===== config.mk =====
export PLATFORM = sky130hd
export DESIGN_NAME = nbg_cell
export DESIGN_NICKNAME = d
export VERILOG_FILES = /design/src/rtl/core/nbg_pkg.sv /design/src/rtl/core/nbg_cell.sv
export SDC_FILE = /design/constraint.sdc
export NUM_CORES = 1
export LEC_CHECK = 0
export ABC_AREA = 1
export BUFFER_PORTS_ARGS = -buffer_cell sky130_fd_sc_hd__buf_2
export CAP_MARGIN = 20
export CORE_AREA = 3 3 536 538
export DETAILED_ROUTE_END_ITERATION = 8
export DIE_AREA = 0 0 539 541
export PLACE_DENSITY = 0.3
export SYNTH_ARGS = -nofsm -noshare
export SYNTH_HDL_FRONTEND = slang
export SYNTH_SLANG_ARGS = --single-unit

===== constraint.sdc =====
create_clock -name clk -period 38.1 [get_ports clk]
set_clock_uncertainty 0.2 [all_clocks]
set_input_delay 3.81 -clock clk [delete_from_list [all_inputs] [get_ports clk]]
set_output_delay 3.81 -clock clk [all_outputs]
set_load 0.005 [all_outputs]

===== src/rtl/core/nbg_pkg.sv =====
// Shared types, constants and saturating helpers for the n-body step block.
`default_nettype none
package nbg_pkg;
	localparam int NB     = 16;
	localparam int IDX_W  = 4;
	localparam int W      = 48;
	localparam int MA_W   = 72;
	localparam int MB_W   = 49;
	localparam int MP_W   = MA_W + MB_W;
	localparam int D2_W   = 98;
	localparam int RT_W   = D2_W / 2;

	localparam logic [0:0] CMD_LOAD = 1'b0;
	localparam logic [0:0] CMD_STEP = 1'b1;

	localparam logic [1:0] REG_BODY_COUNT    = 2'd0;
	localparam logic [1:0] REG_POSITION_RATE = 2'd1;

	typedef struct packed {
		logic [2:0][W-1:0] pos;
		logic [2:0][W-1:0] vel;
		logic [W-1:0]      mu;
	} body_t;

	typedef struct packed {
		logic             shift;
		logic             wr_load;
		logic             wr_pos;
		logic             wr_vel;
		logic [IDX_W-1:0] wr_idx;
		logic [IDX_W-1:0] n_m1;
	} cell_ctl_t;

	typedef enum logic [4:0] {
		S_IDLE, S_PLOAD, S_PMUL, S_PMUL_W, S_PWB, S_PAIR, S_SQ, S_SQ_W, S_CHK,
		S_SQRT_W, S_MUE_W, S_QDIV_W, S_VMUL, S_VMUL_W, S_VDIV_W, S_NEXT, S_VWB
	} state_t;

	function automatic logic [MB_W-1:0] mag49(input logic [MB_W-1:0] x);
		return x[MB_W-1] ? MB_W'(-x) : x;
	endfunction

	// a + (neg ? -m : m), clamped to the 48-bit signed range
	function automatic logic [W-1:0] sat_add(input logic [W-1:0] a,
		input logic [MB_W-1:0] m, input logic neg);
		logic signed [W+1:0] b;
		logic signed [W+1:0] s;
		b = neg ? -$signed({1'b0, m}) : $signed({1'b0, m});
		s = $signed({{2{a[W-1]}}, a}) + b;
		if (s > $signed({2'b00, 1'b0, {(W-1){1'b1}}}))
			return {1'b0, {(W-1){1'b1}}};
		if (s < $signed({2'b11, 1'b1, {(W-1){1'b0}}}))
			return {1'b1, {(W-1){1'b0}}};
		return s[W-1:0];
	endfunction
endpackage
`default_nettype wire


===== src/rtl/core/nbg_cell.sv =====
// One body cell of the rotating body ring.
`default_nettype none
module nbg_cell (
	input  wire logic                          clk,
	input  wire logic [nbg_pkg::IDX_W-1:0]     cell_idx,
	input  wire nbg_pkg::cell_ctl_t            ctl,
	input  wire nbg_pkg::body_t                wdata,
	input  wire nbg_pkg::body_t                nxt,
	input  wire nbg_pkg::body_t                head,
	output nbg_pkg::body_t                     body
);
	logic in_use;
	logic tail;
	logic sel;
	nbg_pkg::body_t body_q;

	assign in_use = cell_idx <= ctl.n_m1;
	assign tail   = cell_idx == ctl.n_m1;
	assign sel    = cell_idx == ctl.wr_idx;

	// ring wraps at the last body in use; unused cells hold
	always_ff @(posedge clk) begin
		if (ctl.shift) begin
			if (in_use) body_q <= tail ? head : nxt;
		end else if (sel) begin
			if (ctl.wr_load) body_q <= wdata;
			if (ctl.wr_pos) body_q.pos <= wdata.pos;
			if (ctl.wr_vel) body_q.vel <= wdata.vel;
		end
	end

	assign body = body_q;
endmodule
`default_nettype wire


### After elaboration in Yosys (flattened, before gate mapping)

Cells that the tools add are included.

* input bits: 1025
* logic and storage cells: 25
* bits in registers: 336

* equal/unequal tests: 3
* order comparisons: 1
* reduce and logical (&&, ||, !) cells: 7
* muxes and demuxes: 7

Operator list (count)
* 336-bit 2-to-1 mux: 5
* 144-bit 2-to-1 mux: 2
* 3-bit AND reduction: 3
* 4-bit == test: 2
* 3-bit nonzero test: 2
* 4-bit less-or-equal comparator: 1
* 2-bit nonzero test: 2
* 2-bit by 1-bit != test with 1-bit output (second input constant): 1

### Longest topological paths before layout

Gate-level depths: netlist of the first run.

* depth in word-level cells: 4
* depth in mapped cells: 11
* gate-level depth less buffers: 10

### Least setup slack after synthesis of the first run

Ideal clock, no wire load.

* kind: input -> register
* start: input ctl[11] in the netlist's numbering
* end: register body_q (netlist bit body[192]), enable pin
* required time: 37.054 ns
* path buffers: 2
* setup slack: 22.721 ns
* stages: 5
* arrival time: 14.333 ns
* library setup time: 0.846 ns
* cell sequence: buf_2 inv_2 buf_2 o21ai_0 o21ai_0

* word-level cells in the longest chain between the ends: 2

RTL lines
* start, declared: line nbg_cell.sv:6 `input wire nbg_pkg::cell_ctl_t ctl,`
* 2-bit by 1-bit != test with 1-bit output (no source line) (tied with other cells)
* 3-bit AND reduction (no source line) *
* end signal, assigned: line nbg_cell.sv:24 `if (in_use) body_q <= tail ? head : nxt;`
* end signal, assigned: line nbg_cell.sv:26 `if (ctl.wr_load) body_q <= wdata;`
* end, declared: line nbg_cell.sv:15 `nbg_pkg::body_t body_q;`

Mark *: on every way between the ends. The rest lies on a longest branch, timed or not.
A chain may end at the register's enable or synchronous reset.

### Final worst setup path of the first run

* start: input cell_idx[3] in the netlist's numbering
* end: register body_q (netlist bit body[108]), data pin

* word-level cells in the longest chain between the ends: 4

RTL lines
* start, declared: line nbg_cell.sv:5 `input wire logic [nbg_pkg::IDX_W-1:0] cell_idx,`
* 4-bit == test: line nbg_cell.sv:18 `assign tail = cell_idx == ctl.n_m1;`
* 336-bit 2-to-1 mux (2 in series): line nbg_cell.sv:24
* 336-bit 2-to-1 mux: line nbg_cell.sv:23 `if (ctl.shift) begin`

Every way passes these cells. The select of a mux whose other input is x is not followed.

==> results by group, run 1 <==
Outcome
  – Status: complete, no violations

Synthesis
  – Async set-or-reset flop fraction in the synthesized netlist: 0
  – YS warnings: 0
  – Largest area contributor in the netlist: edfxtp_1
  – Yosys reg bits: roughly 340
  – Post-Synthesis Cell Area: roughly 0.017 sq mm
  – Syn Nets: roughly 2900
  – Ys flop type: edfxtp_1
  – Top cell type's share of synthesized area: 0.5922
  – Synth cell count leaders: a21oi_1 (665), nand2_1 (347), nor2_1 (338)
  – EDFF count, synth: 336
  – Top-count cell post-synth: a21oi_1
  – Cells after Synth: 1880
  – Synthesized area per cell: 9.063 sq um
  – Part of the Yosys area used for sequential elements: 0.5922
  – Synth cell types: 16
  – Synth area leaders: edfxtp_1 (59%), a21oi_1 (20%), nand2_1 (7.6%)

Timing
  – RSZ-0062 raised after global routing: no
  – Setup-failing EPs final: 0
  – Fin crit share: 0.1806
  – Max-slew headroom: 0.2936
  – Fmax achieved: 145.3 MHz
  – Final Hold Fails: 0
  – TNS Setup: 0 ns
  – Min Tclk post-route: 6.880 ns
  – Least-Margin Pin Slew: 1.060 ns
  – Slew Limit Fails: 0

Clocking
  – Hold buffers post-CTS: 0
  – TritonCTS clock tree: built
  – Clock Sinks: roughly 340
  – Postcts setup bufs: 0
  – Clock transition at the registers of the reported paths: roughly 0.06 ns
  – CTS Buf Count: 51
  – Clock Tree Buf Depth: 3
  – CTS root buffer: clkbuf_16
  – Post-cts resize count: 0
  – H-tree level count: 2

Finish
  – Max FFs per register: 336
  – Post-route cell area: 0.02985 sq mm
  – Layout cells sized above 1: 0.4618
  – Final net count: 4198
  – Area growth syn-to-layout: 75.22%

Global routing
  – Initial antenna violation count: 298
  – First-pass GRT wire length: 248.8 mm
  – GRT Overall Usage: 0.1312
  – Total gr overflow: 0
  – Vias in the first global route: 22240
  – Largest net degree at the start of global routing: 124

Setup path
  – Critical Path RT: 38.41 ns
  – CP delay by family, top: buffers and inverters
  – CP max stage delay: 0.58 ns
  – CP max FO: 77
  – CP Cell Sequence: buf_2, ha_1, nand2_1, inv_2, nand3_4, inv_8, buf_4, buf_4, buf_4, nand2_1, a21oi_1
  – Crit Path Category: input pin to register
  – CP max stage cell: buf_4
  – Most used cell along the critical path: buf_4
  – Worst path bufs/invs: 6
  – Worst Path Arrival: 7.19 ns
  – Nature of the critical path startpoint: input pin
  – Crit end category: register

Place
  – Port bufs: 1360
  – DP Wirelength: 174.2 mm
  – GP Congestion: 0.9358
  – Post-placement cell area: 0.02805 sq mm

Power
  – Total power: 0.001255 W
  – PD cells: 42.05 mW/mm^2
  – Max VDD drop: 0.03353 mV
  – Leakage power: 11.58 nW

Floorplan
  – Horiz. Die Dim: about 540 microns
  – Core Area: 0.2825 sq mm
  – Die ar.: 0.2916 sq mm
  – Die Y: 541 microns
  – FP Rows: 195
  – Initial Util: 0.06030
  – Io pins: 1361

Drt
  – Per-cell routed wire length: 28.62 microns
  – DRT antenna net count: 0
  – Drt first pass iters: 5
  – Vias per std cell: 3.158
  – First-iteration detailed-routing DRC count: 1693
  – DRC errors left: 0
  – DR vias: between 20000 and 25000
  – Final WL: 200.6 mm

Hold path
  – Hold Path Class: input pin to register

Job
  – Max cap viols: 0
[layout make-up]
cell class / instances / area (sq um)
clock buffers: 63 / 1343
inverters: 16 / 75.07
clock inverters: 30 / 317.8
repair buffers: 1385 / 7029
multi-input cells: 1379 / 6171
fillers: 33340 / 252700
flip-flops and latches: 336 / 10090
well taps: 3743 / 4683
diodes: 58 / 145.1
[metrics by stage]
stage	setup slack, ns	util	hold slack, ns	std cells
2_1_floorplan	22.72	-	3.827	1880
3_3_place_gp	30.39	0.09927	3.923	6859
3_5_place_dp	30.48	0.09927	3.928	6859
4_1_cts	31.31	0.1052	3.087	6952
5_1_grt	30.96	0.1053	3.154	6971
6_report	31.22	0.1057	3.226	7010
[layout by cell type (no fill, tap or decap), drive strengths merged]
cell,instances
buf,1385
nand2,357
a21oi,675
nor2,338
clkbuf,63
nand3,1
o21ai,4
inv,17
edfxtp,336
clkinvlp,4
bufinv,6
diode,58
ha,4
clkinv,19
[cell families (layout without fill, tap and decap cells)]
logic type	Yosys count	count (layout)	share of synthesized area
other	0	58	0
adders and majority gates	4	4	0.002938
buffers and inverters	165	1494	0.04803
AOI/OAI and AO/OA	679	679	0.2017
and+or+nand+nor	696	696	0.1552
DFF	336	336	0.5922
[report_power, final]
part / switching (W) / total (W) / internal, W
registers: 0.0000203 / 0.000493 / 0.000473
logic: 0.000163 / 0.000257 / 0.0000949
clock network: 0.000216 / 0.000505 / 0.000289
total: 0.000399 / 0.00126 / 0.000857
[path summary, 6_finish.rpt]
kind | from | to | slack (ns) | depth (start not counted)
setup / recovery | cell_idx[3] | body[108] | 31.22 | 11
hold / removal | wdata[236] | body[236] | 3.23 | 3
[layer usage]
layer / vias up / GRT usage / share of wire
met4: 194 / 0.03479 / 0.038
met3: 568 / 0.07702 / 0.13
li1: 9224 / - / -
met5: - / 0 / 0.0067
met2: 1533 / 0.2172 / 0.45
met1: 10620 / 0.1417 / 0.37
Power figures use the tool's default switching activity.
==> inputs of run 2 (changes only) <==
--- a/config.mk
+++ b/config.mk
@@ -8,9 +8,9 @@
 export ABC_AREA = 1
 export BUFFER_PORTS_ARGS = -buffer_cell sky130_fd_sc_hd__buf_2
 export CAP_MARGIN = 20
-export CORE_AREA = 3 3 536 538
+export CORE_AREA = 3 3 533 535
 export DETAILED_ROUTE_END_ITERATION = 8
-export DIE_AREA = 0 0 539 541
+export DIE_AREA = 0 0 536 538
 export PLACE_DENSITY = 0.3
 export SYNTH_ARGS = -nofsm -noshare
 export SYNTH_HDL_FRONTEND = slang
==> constraint.sdc (replaced) <==
create_clock -name clk -period 6.3 [get_ports clk]
set_clock_uncertainty 0.2 [all_clocks]
set_input_delay 0.63 -clock clk [delete_from_list [all_inputs] [get_ports clk]]
set_output_delay 0.63 -clock clk [all_outputs]
set_load 0.005 [all_outputs]
==> results by group, run 2 (synthesized netlist as in run 1, its figures left out) <==
Power
  – Max VDD drop: 0.2023 mV (+500%)
  – Internal: 0.005348 W (+520%)
  – Switching Power: 0.002543 W (+540%)
  – Seq pwr share: 0.378 (-0.015)
  – Leakage power: 13.27 nW (+15%)
  – Clock power share: 0.385 (-0.017)
  – Switching Fraction: 0.3223 (+0.004753)
  – Combinational share of power: 0.238 (+0.033)
  – PD cells: 231.8 mW/mm^2 (+450%)

Global routing
  – GRT Overall Usage: 0.1327 (+0.001483)
  – Total gr overflow: 0 (unchanged)
  – First-pass GRT wire length: 249.6 mm (+0.35%)
  – M1 GR Usage: 0.1438 (+0.002150)
  – Busiest grt layer: met2
  – Largest net degree at the start of global routing: 103 (-17%)
  – Vias in the first global route: 23620 (+6.2%)
  – Met3 Resource Use GR: 0.07235 (-0.004675)
  – Initial antenna violation count: 264 (-11%)
  – Met2 track demand over resource: 0.2191 (+0.001863)

Job
  – Max cap viols: 0 (unchanged)

Place
  – GP Congestion: 0.9091 (-2.9%)
  – Placed insts: 6845 (-0.20%)
  – Port bufs: 1360 (unchanged)
  – DP Wirelength: 173.1 mm (-0.66%)

Timing
  – Setup-failing EPs final: 0 (unchanged)
  – Slew Limit Fails: 0 (unchanged)
  – Fmax achieved: about 280 MHz
  – RSZ-0062 raised after global routing: no
  – Min Tclk post-route: 3.560 ns
  – Max-slew headroom: 0.2832 (-0.01039)
  – Final Hold Fails: 0 (unchanged)
  – Fin crit share: 0.5651
  – Least-Margin Pin Slew: 1.075 ns (+0.01559 ns)
  – TNS Setup: 0 ns (unchanged)

Setup path
  – CP delay by family, top: buffers and inverters
  – Worst path bufs/invs: 7 (+1)
  – CP Cell Sequence: buf_2, inv_1, ha_1, nand2_1, inv_2, nand3_4, inv_8, buf_12, buf_4, nand2_1, a21oi_1, dlygate4sd3_1
  – CP max FO: 74 (-3.9%)
  – Most used cell along the critical path: nand2_1
  – CP max stage cell: dlygate4sd3_1
  – Critical Path RT: 6.68 ns (-31.73 ns)
  – Crit end category: register
  – Nature of the critical path startpoint: input pin
  – CP max stage delay: 0.57 ns (about the same)
  – Worst Path Arrival: 3.94 ns (-3.25 ns)
  – Crit Path Category: input pin to register
  – Critical path depth: 12 (+1)

Finish
  – Commonest cells after routing, fill and taps aside: buf_2 (1359), a21oi_1 (664), dlygate4sd3_1 (397), nand2_1 (347), nor2_1 (338)
  – Final net count: 4602 (+9.6%)
  – Max FFs per register: 336 (unchanged)
  – Layout cells sized above 1: 0.4126 (-0.04922)
  – Final Non-Filler Cells: 7424 (+5.9%)
  – Most common cell after layout, fill and taps aside: buf_2
  – Area growth syn-to-layout: 99.81%

Clocking
  – Clock Tree Buf Depth: 3 (unchanged)
  – Post-cts resize count: 0 (unchanged)
  – CTS Buf Count: 53 (+3.9%)
  – Postcts setup bufs: 0 (unchanged)
  – Hold buffers post-CTS: 397 (+397)
  – H-tree level count: 2 (unchanged)
  – Clock transition at the registers of the reported paths: 0.06 ns (about the same)
  – CTS root buffer: clkbuf_16
  – TritonCTS clock tree: built
  – Clock Sinks: 336 (unchanged)

Hold path
  – Hold Path Class: input pin to register
  – Hold depth: 3 (unchanged)

Drt
  – Per-cell routed wire length: 27.16 microns (-5.1%)
  – First-iteration detailed-routing DRC count: 1375 (-19%)
  – DRT antenna net count: 0 (unchanged)
  – DR vias: 23280 (+5.2%)
  – DRC errors left: 0 (unchanged)
  – Final WL: 201.6 mm (+0.52%)
  – Vias per std cell: 3.136 (-0.71%)
  – Drt first pass iters: 5 (unchanged)

Floorplan
  – Initial Util: 0.06098 (+0.0006795)
  – Io pins: 1361 (unchanged)
  – FP Rows: 194 (-0.51%)
  – Die ar.: 0.2884 sq mm (-1.1%)
  – Die Y: 538 microns (-0.55%)
  – Core Area: 0.2794 sq mm (-1.1%)
  – Horiz. Die Dim: 536 microns (-0.56%)

Outcome
  – Status: complete, no violations
run 2: layer usage:
metal | routed length, microns | part of all wire
met5 | 1167 | 0.0058
met4 | 7886 | 0.039
met3 | 26500 | 0.13
met2 | 91810 | 0.46
met1 | 74290 | 0.37
run 2: worst paths after layout:
| path | start | end | slack [ns] |
|---|---|---|---|
| setup / recovery | ctl[3] | body[64] | 2.74 |
| hold / removal | wdata[229] | body[229] | 0.09 |
run 2: final cells by class:
class,instances,area (sq um)
clock inverters,37,315.3
diodes,84,210.2
fillers,32600,245300
inverters,16,75.07
multi-input cells,1379,6171
flip-flops and latches,336,10090
well taps,3724,4659
clock buffers,61,1356
repair buffers,1787,11170
run 2: power groups by stage:
stage | Sequential, W | Combinational [W] | Clock [W]
final | 0.00298 | 0.00187 | 0.00304
after global routing | 0.00300 | 0.00202 | 0.00324
after CTS | 0.00299 | 0.00194 | 0.00322
after detailed placement | 0.00302 | 0.00166 | 0
after global placement | 0.00303 | 0.00167 | 0
after floorplan | 0.00304 | 0.000425 | 0
run 2: stage by stage:
| stage | power, W | cell area [sq um] | worst slack (ns) | util | hold WS, ns |
|---|---|---|---|---|---|
| after floorplan | 0.003469 | 17050 | 0.7507 | - | 0.6474 |
| after global placement | 0.004697 | 28190 | 2.314 | 0.1009 | 0.7418 |
| after detailed placement | 0.004686 | 28190 | 2.342 | 0.1009 | 0.7483 |
| after CTS | 0.008140 | 33830 | 2.805 | 0.1211 | 0.00006695 |
| after global routing | 0.008266 | 33920 | 2.563 | 0.1214 | 0.05264 |
| final | 0.007891 | 34040 | 2.740 | 0.1218 | 0.08744 |
==> inputs of run 3 (changes only) <==
--- a/config.mk
+++ b/config.mk
@@ -8,9 +8,9 @@
 export ABC_AREA = 1
 export BUFFER_PORTS_ARGS = -buffer_cell sky130_fd_sc_hd__buf_2
 export CAP_MARGIN = 20
-export CORE_AREA = 3 3 533 535
+export CORE_AREA = 3 3 536 538
 export DETAILED_ROUTE_END_ITERATION = 8
-export DIE_AREA = 0 0 536 538
+export DIE_AREA = 0 0 539 541
 export PLACE_DENSITY = 0.3
 export SYNTH_ARGS = -nofsm -noshare
 export SYNTH_HDL_FRONTEND = slang
==> constraint.sdc (replaced) <==
create_clock -name clk -period 3.4 [get_ports clk]
set_clock_uncertainty 0.2 [all_clocks]
set_input_delay 0.34 -clock clk [delete_from_list [all_inputs] [get_ports clk]]
set_output_delay 0.34 -clock clk [all_outputs]
set_load 0.005 [all_outputs]
==> results by group, run 3 (synthesized netlist as in run 1, its figures left out) <==
Outcome
  – Status: complete, no violations

Clocking
  – CTS Buf Count: 50 (-5.7%)
  – CTS root buffer: clkbuf_16
  – Clock transition at the registers of the reported paths: 0.07 ns (about the same)
  – Clock Tree Buf Depth: 3 (unchanged)
  – Clock Sinks: 336 (unchanged)
  – TritonCTS clock tree: built
  – H-tree level count: 2 (unchanged)
  – Post-cts resize count: 0 (unchanged)

Place
  – GP Congestion: 0.9458 (+4.0%)
  – Setup WS pre-CTS: 0.4734 ns (-1.869 ns)
  – Post-placement cell area: 0.02875 sq mm (+2.0%)
  – Port bufs: 1360 (unchanged)
  – DP Wirelength: 169.7 mm (-2.0%)

Drt
  – Final WL: 197.1 mm (-2.3%)
  – Drt first pass iters: 5 (unchanged)
  – DR vias: 24930 (+7.1%)
  – Per-cell routed wire length: 25.34 microns (-6.7%)
  – DRT antenna net count: 0 (unchanged)
  – Vias per std cell: 3.206 (+2.2%)
  – First-iteration detailed-routing DRC count: 1782 (+30%)
  – DRC errors left: 0 (unchanged)

Hold path
  – Hold Path Class: input pin to register
  – Hold depth: 3 (unchanged)
  – Worst min-delay path startpoint: ctl[10]
  – Hold EP: body[4]

Global routing
  – Initial antenna violation count: 249 (-5.7%)
  – Largest net degree at the start of global routing: 119 (+16%)
  – GRT Overall Usage: 0.1287 (-0.004000)
  – First-pass GRT wire length: 250.0 mm (+0.13%)
  – Total gr overflow: 0 (unchanged)
  – Vias in the first global route: 25230 (+6.8%)

Timing
  – Final Hold Fails: 0 (unchanged)
  – Least-Margin Pin Slew: 1.064 ns (-0.01083 ns)
  – Slew Limit Fails: 0 (unchanged)
  – TNS Setup: 0 ns (unchanged)
  – Fin crit share: 0.8021
  – Max-slew headroom: 0.2905 (+0.007218)
  – Fmax achieved: 366.7 MHz
  – Final WS setup: 0.6729 ns (-2.067 ns)
  – Min Tclk post-route: approximately 2.7 ns
  – RSZ-0062 raised after global routing: no
  – Setup-failing EPs final: 0 (unchanged)

Finish
  – Final cell utilization of the core: 0.1325 (+0.01064)
  – Final net count: 4937 (+7.3%)
  – Layout cells sized above 1: 0.3909 (-0.02174)
  – Most common cell after layout, fill and taps aside: buf_2
  – Max FFs per register: 336 (unchanged)
  – Post-route cell area: 0.03743 sq mm (+10%)
  – Area growth syn-to-layout: 119.7%
  – Commonest cells after routing, fill and taps aside: buf_2 (1359), dlygate4sd3_1 (689), a21oi_1 (664), nand2_1 (344), nor2_1 (338)

Setup path
  – Worst Path Arrival: 2.96 ns (-0.98 ns)
  – CP Cell Sequence: buf_2, inv_12, ha_4, nand2_2, inv_2, nand3_4, buf_12, buf_4, a21oi_1, a21oi_1, dlygate4sd3_1
  – CP max stage delay: 0.57 ns (about the same)
  – Most used cell along the critical path: a21oi_1
  – Crit Path Category: input pin to register
  – Crit end category: register
  – Critical Path RT: 3.63 ns (-3.05 ns)
  – CP max FO: 51 (-31%)
  – Nature of the critical path startpoint: input pin
  – CP max stage cell: dlygate4sd3_1

Floorplan
  – FP Rows: 195 (+0.52%)
  – Initial Util: 0.06030 (-0.0006795)
  – Io pins: 1361 (unchanged)
  – Die Y: 541 microns (+0.56%)
  – Horiz. Die Dim: 539 microns (+0.56%)
  – Core Area: 0.2825 sq mm (+1.1%)
  – Die ar.: 0.2916 sq mm (+1.1%)

Power
  – PD cells: 394.8 mW/mm^2 (+70%)
  – Total power: 0.01478 W (+87%)
  – Leakage power: 14.68 nW (+11%)
  – Max VDD drop: 0.3393 mV (+68%)

Job
  – Max cap viols: 0 (unchanged)
-- run 3: routing by layer --
metal,up-vias,track usage,wire length (microns)
met5,-,0,1059
met4,164,0.03606,7022
met3,486,0.06050,23080
met2,1606,0.2152,90510
met1,11930,0.1457,75390
li1,10750,-,-
-- run 3: area by class of cell --
cell class,instances,area (sq um)
diodes,88,220.2
fillers,32810,245100
inverters,16,98.84
clock buffers,60,1289
well taps,3743,4683
flip-flops and latches,336,10090
clock inverters,29,280.3
multi-input cells,1379,6225
repair buffers,2125,14550
-- run 3: metrics by stage --
stage / hold WS [ns] / instances
final: 0.1490 / 7776
after global routing: 0.1240 / 7742
after CTS: 0.03479 / 7688
after detailed placement: 0.4592 / 6910
after global placement: 0.4564 / 6910
after floorplan: 0.3574 / 1880
-- run 3: critical path, delay by kind of cell --
family,cells,cell delay (ns)
buffers and inverters,6,1.46
AO/OA/AOI/OAI,2,0.48
adder cells (fa/ha/maj),1,0.26
AND/OR/NAND/NOR,2,0.21
-- run 3: worst max-delay path by stage --
stage	from	to	slack, ns	cells after the start
floorplan	ctl[3]	body[100]	-0.69	9
global placement	cell_idx[2]	body[282]	0.41	8
detailed placement	cell_idx[2]	body[282]	0.47	8
CTS	ctl[3]	body[214]	0.87	11
global route	ctl[3]	body[214]	0.75	11
finish	ctl[3]	body[214]	0.67	11
-- run 3: what timing repair did --
| item | in CTS | in global routing |
|---|---|---|
| hold buffers | 689 | 0 |
| endpoints found under the hold margin | 336 | 0 |
| setup buffers | 0 | 0 |
-- run 3: report_power, final --
group / internal, W / switching (W) / leakage, nW
Sequential: 0.00529 / 0.000237 / 3.23
Combinational: 0.00187 / 0.00204 / 10.7
Clock: 0.00300 / 0.00235 / 0.758
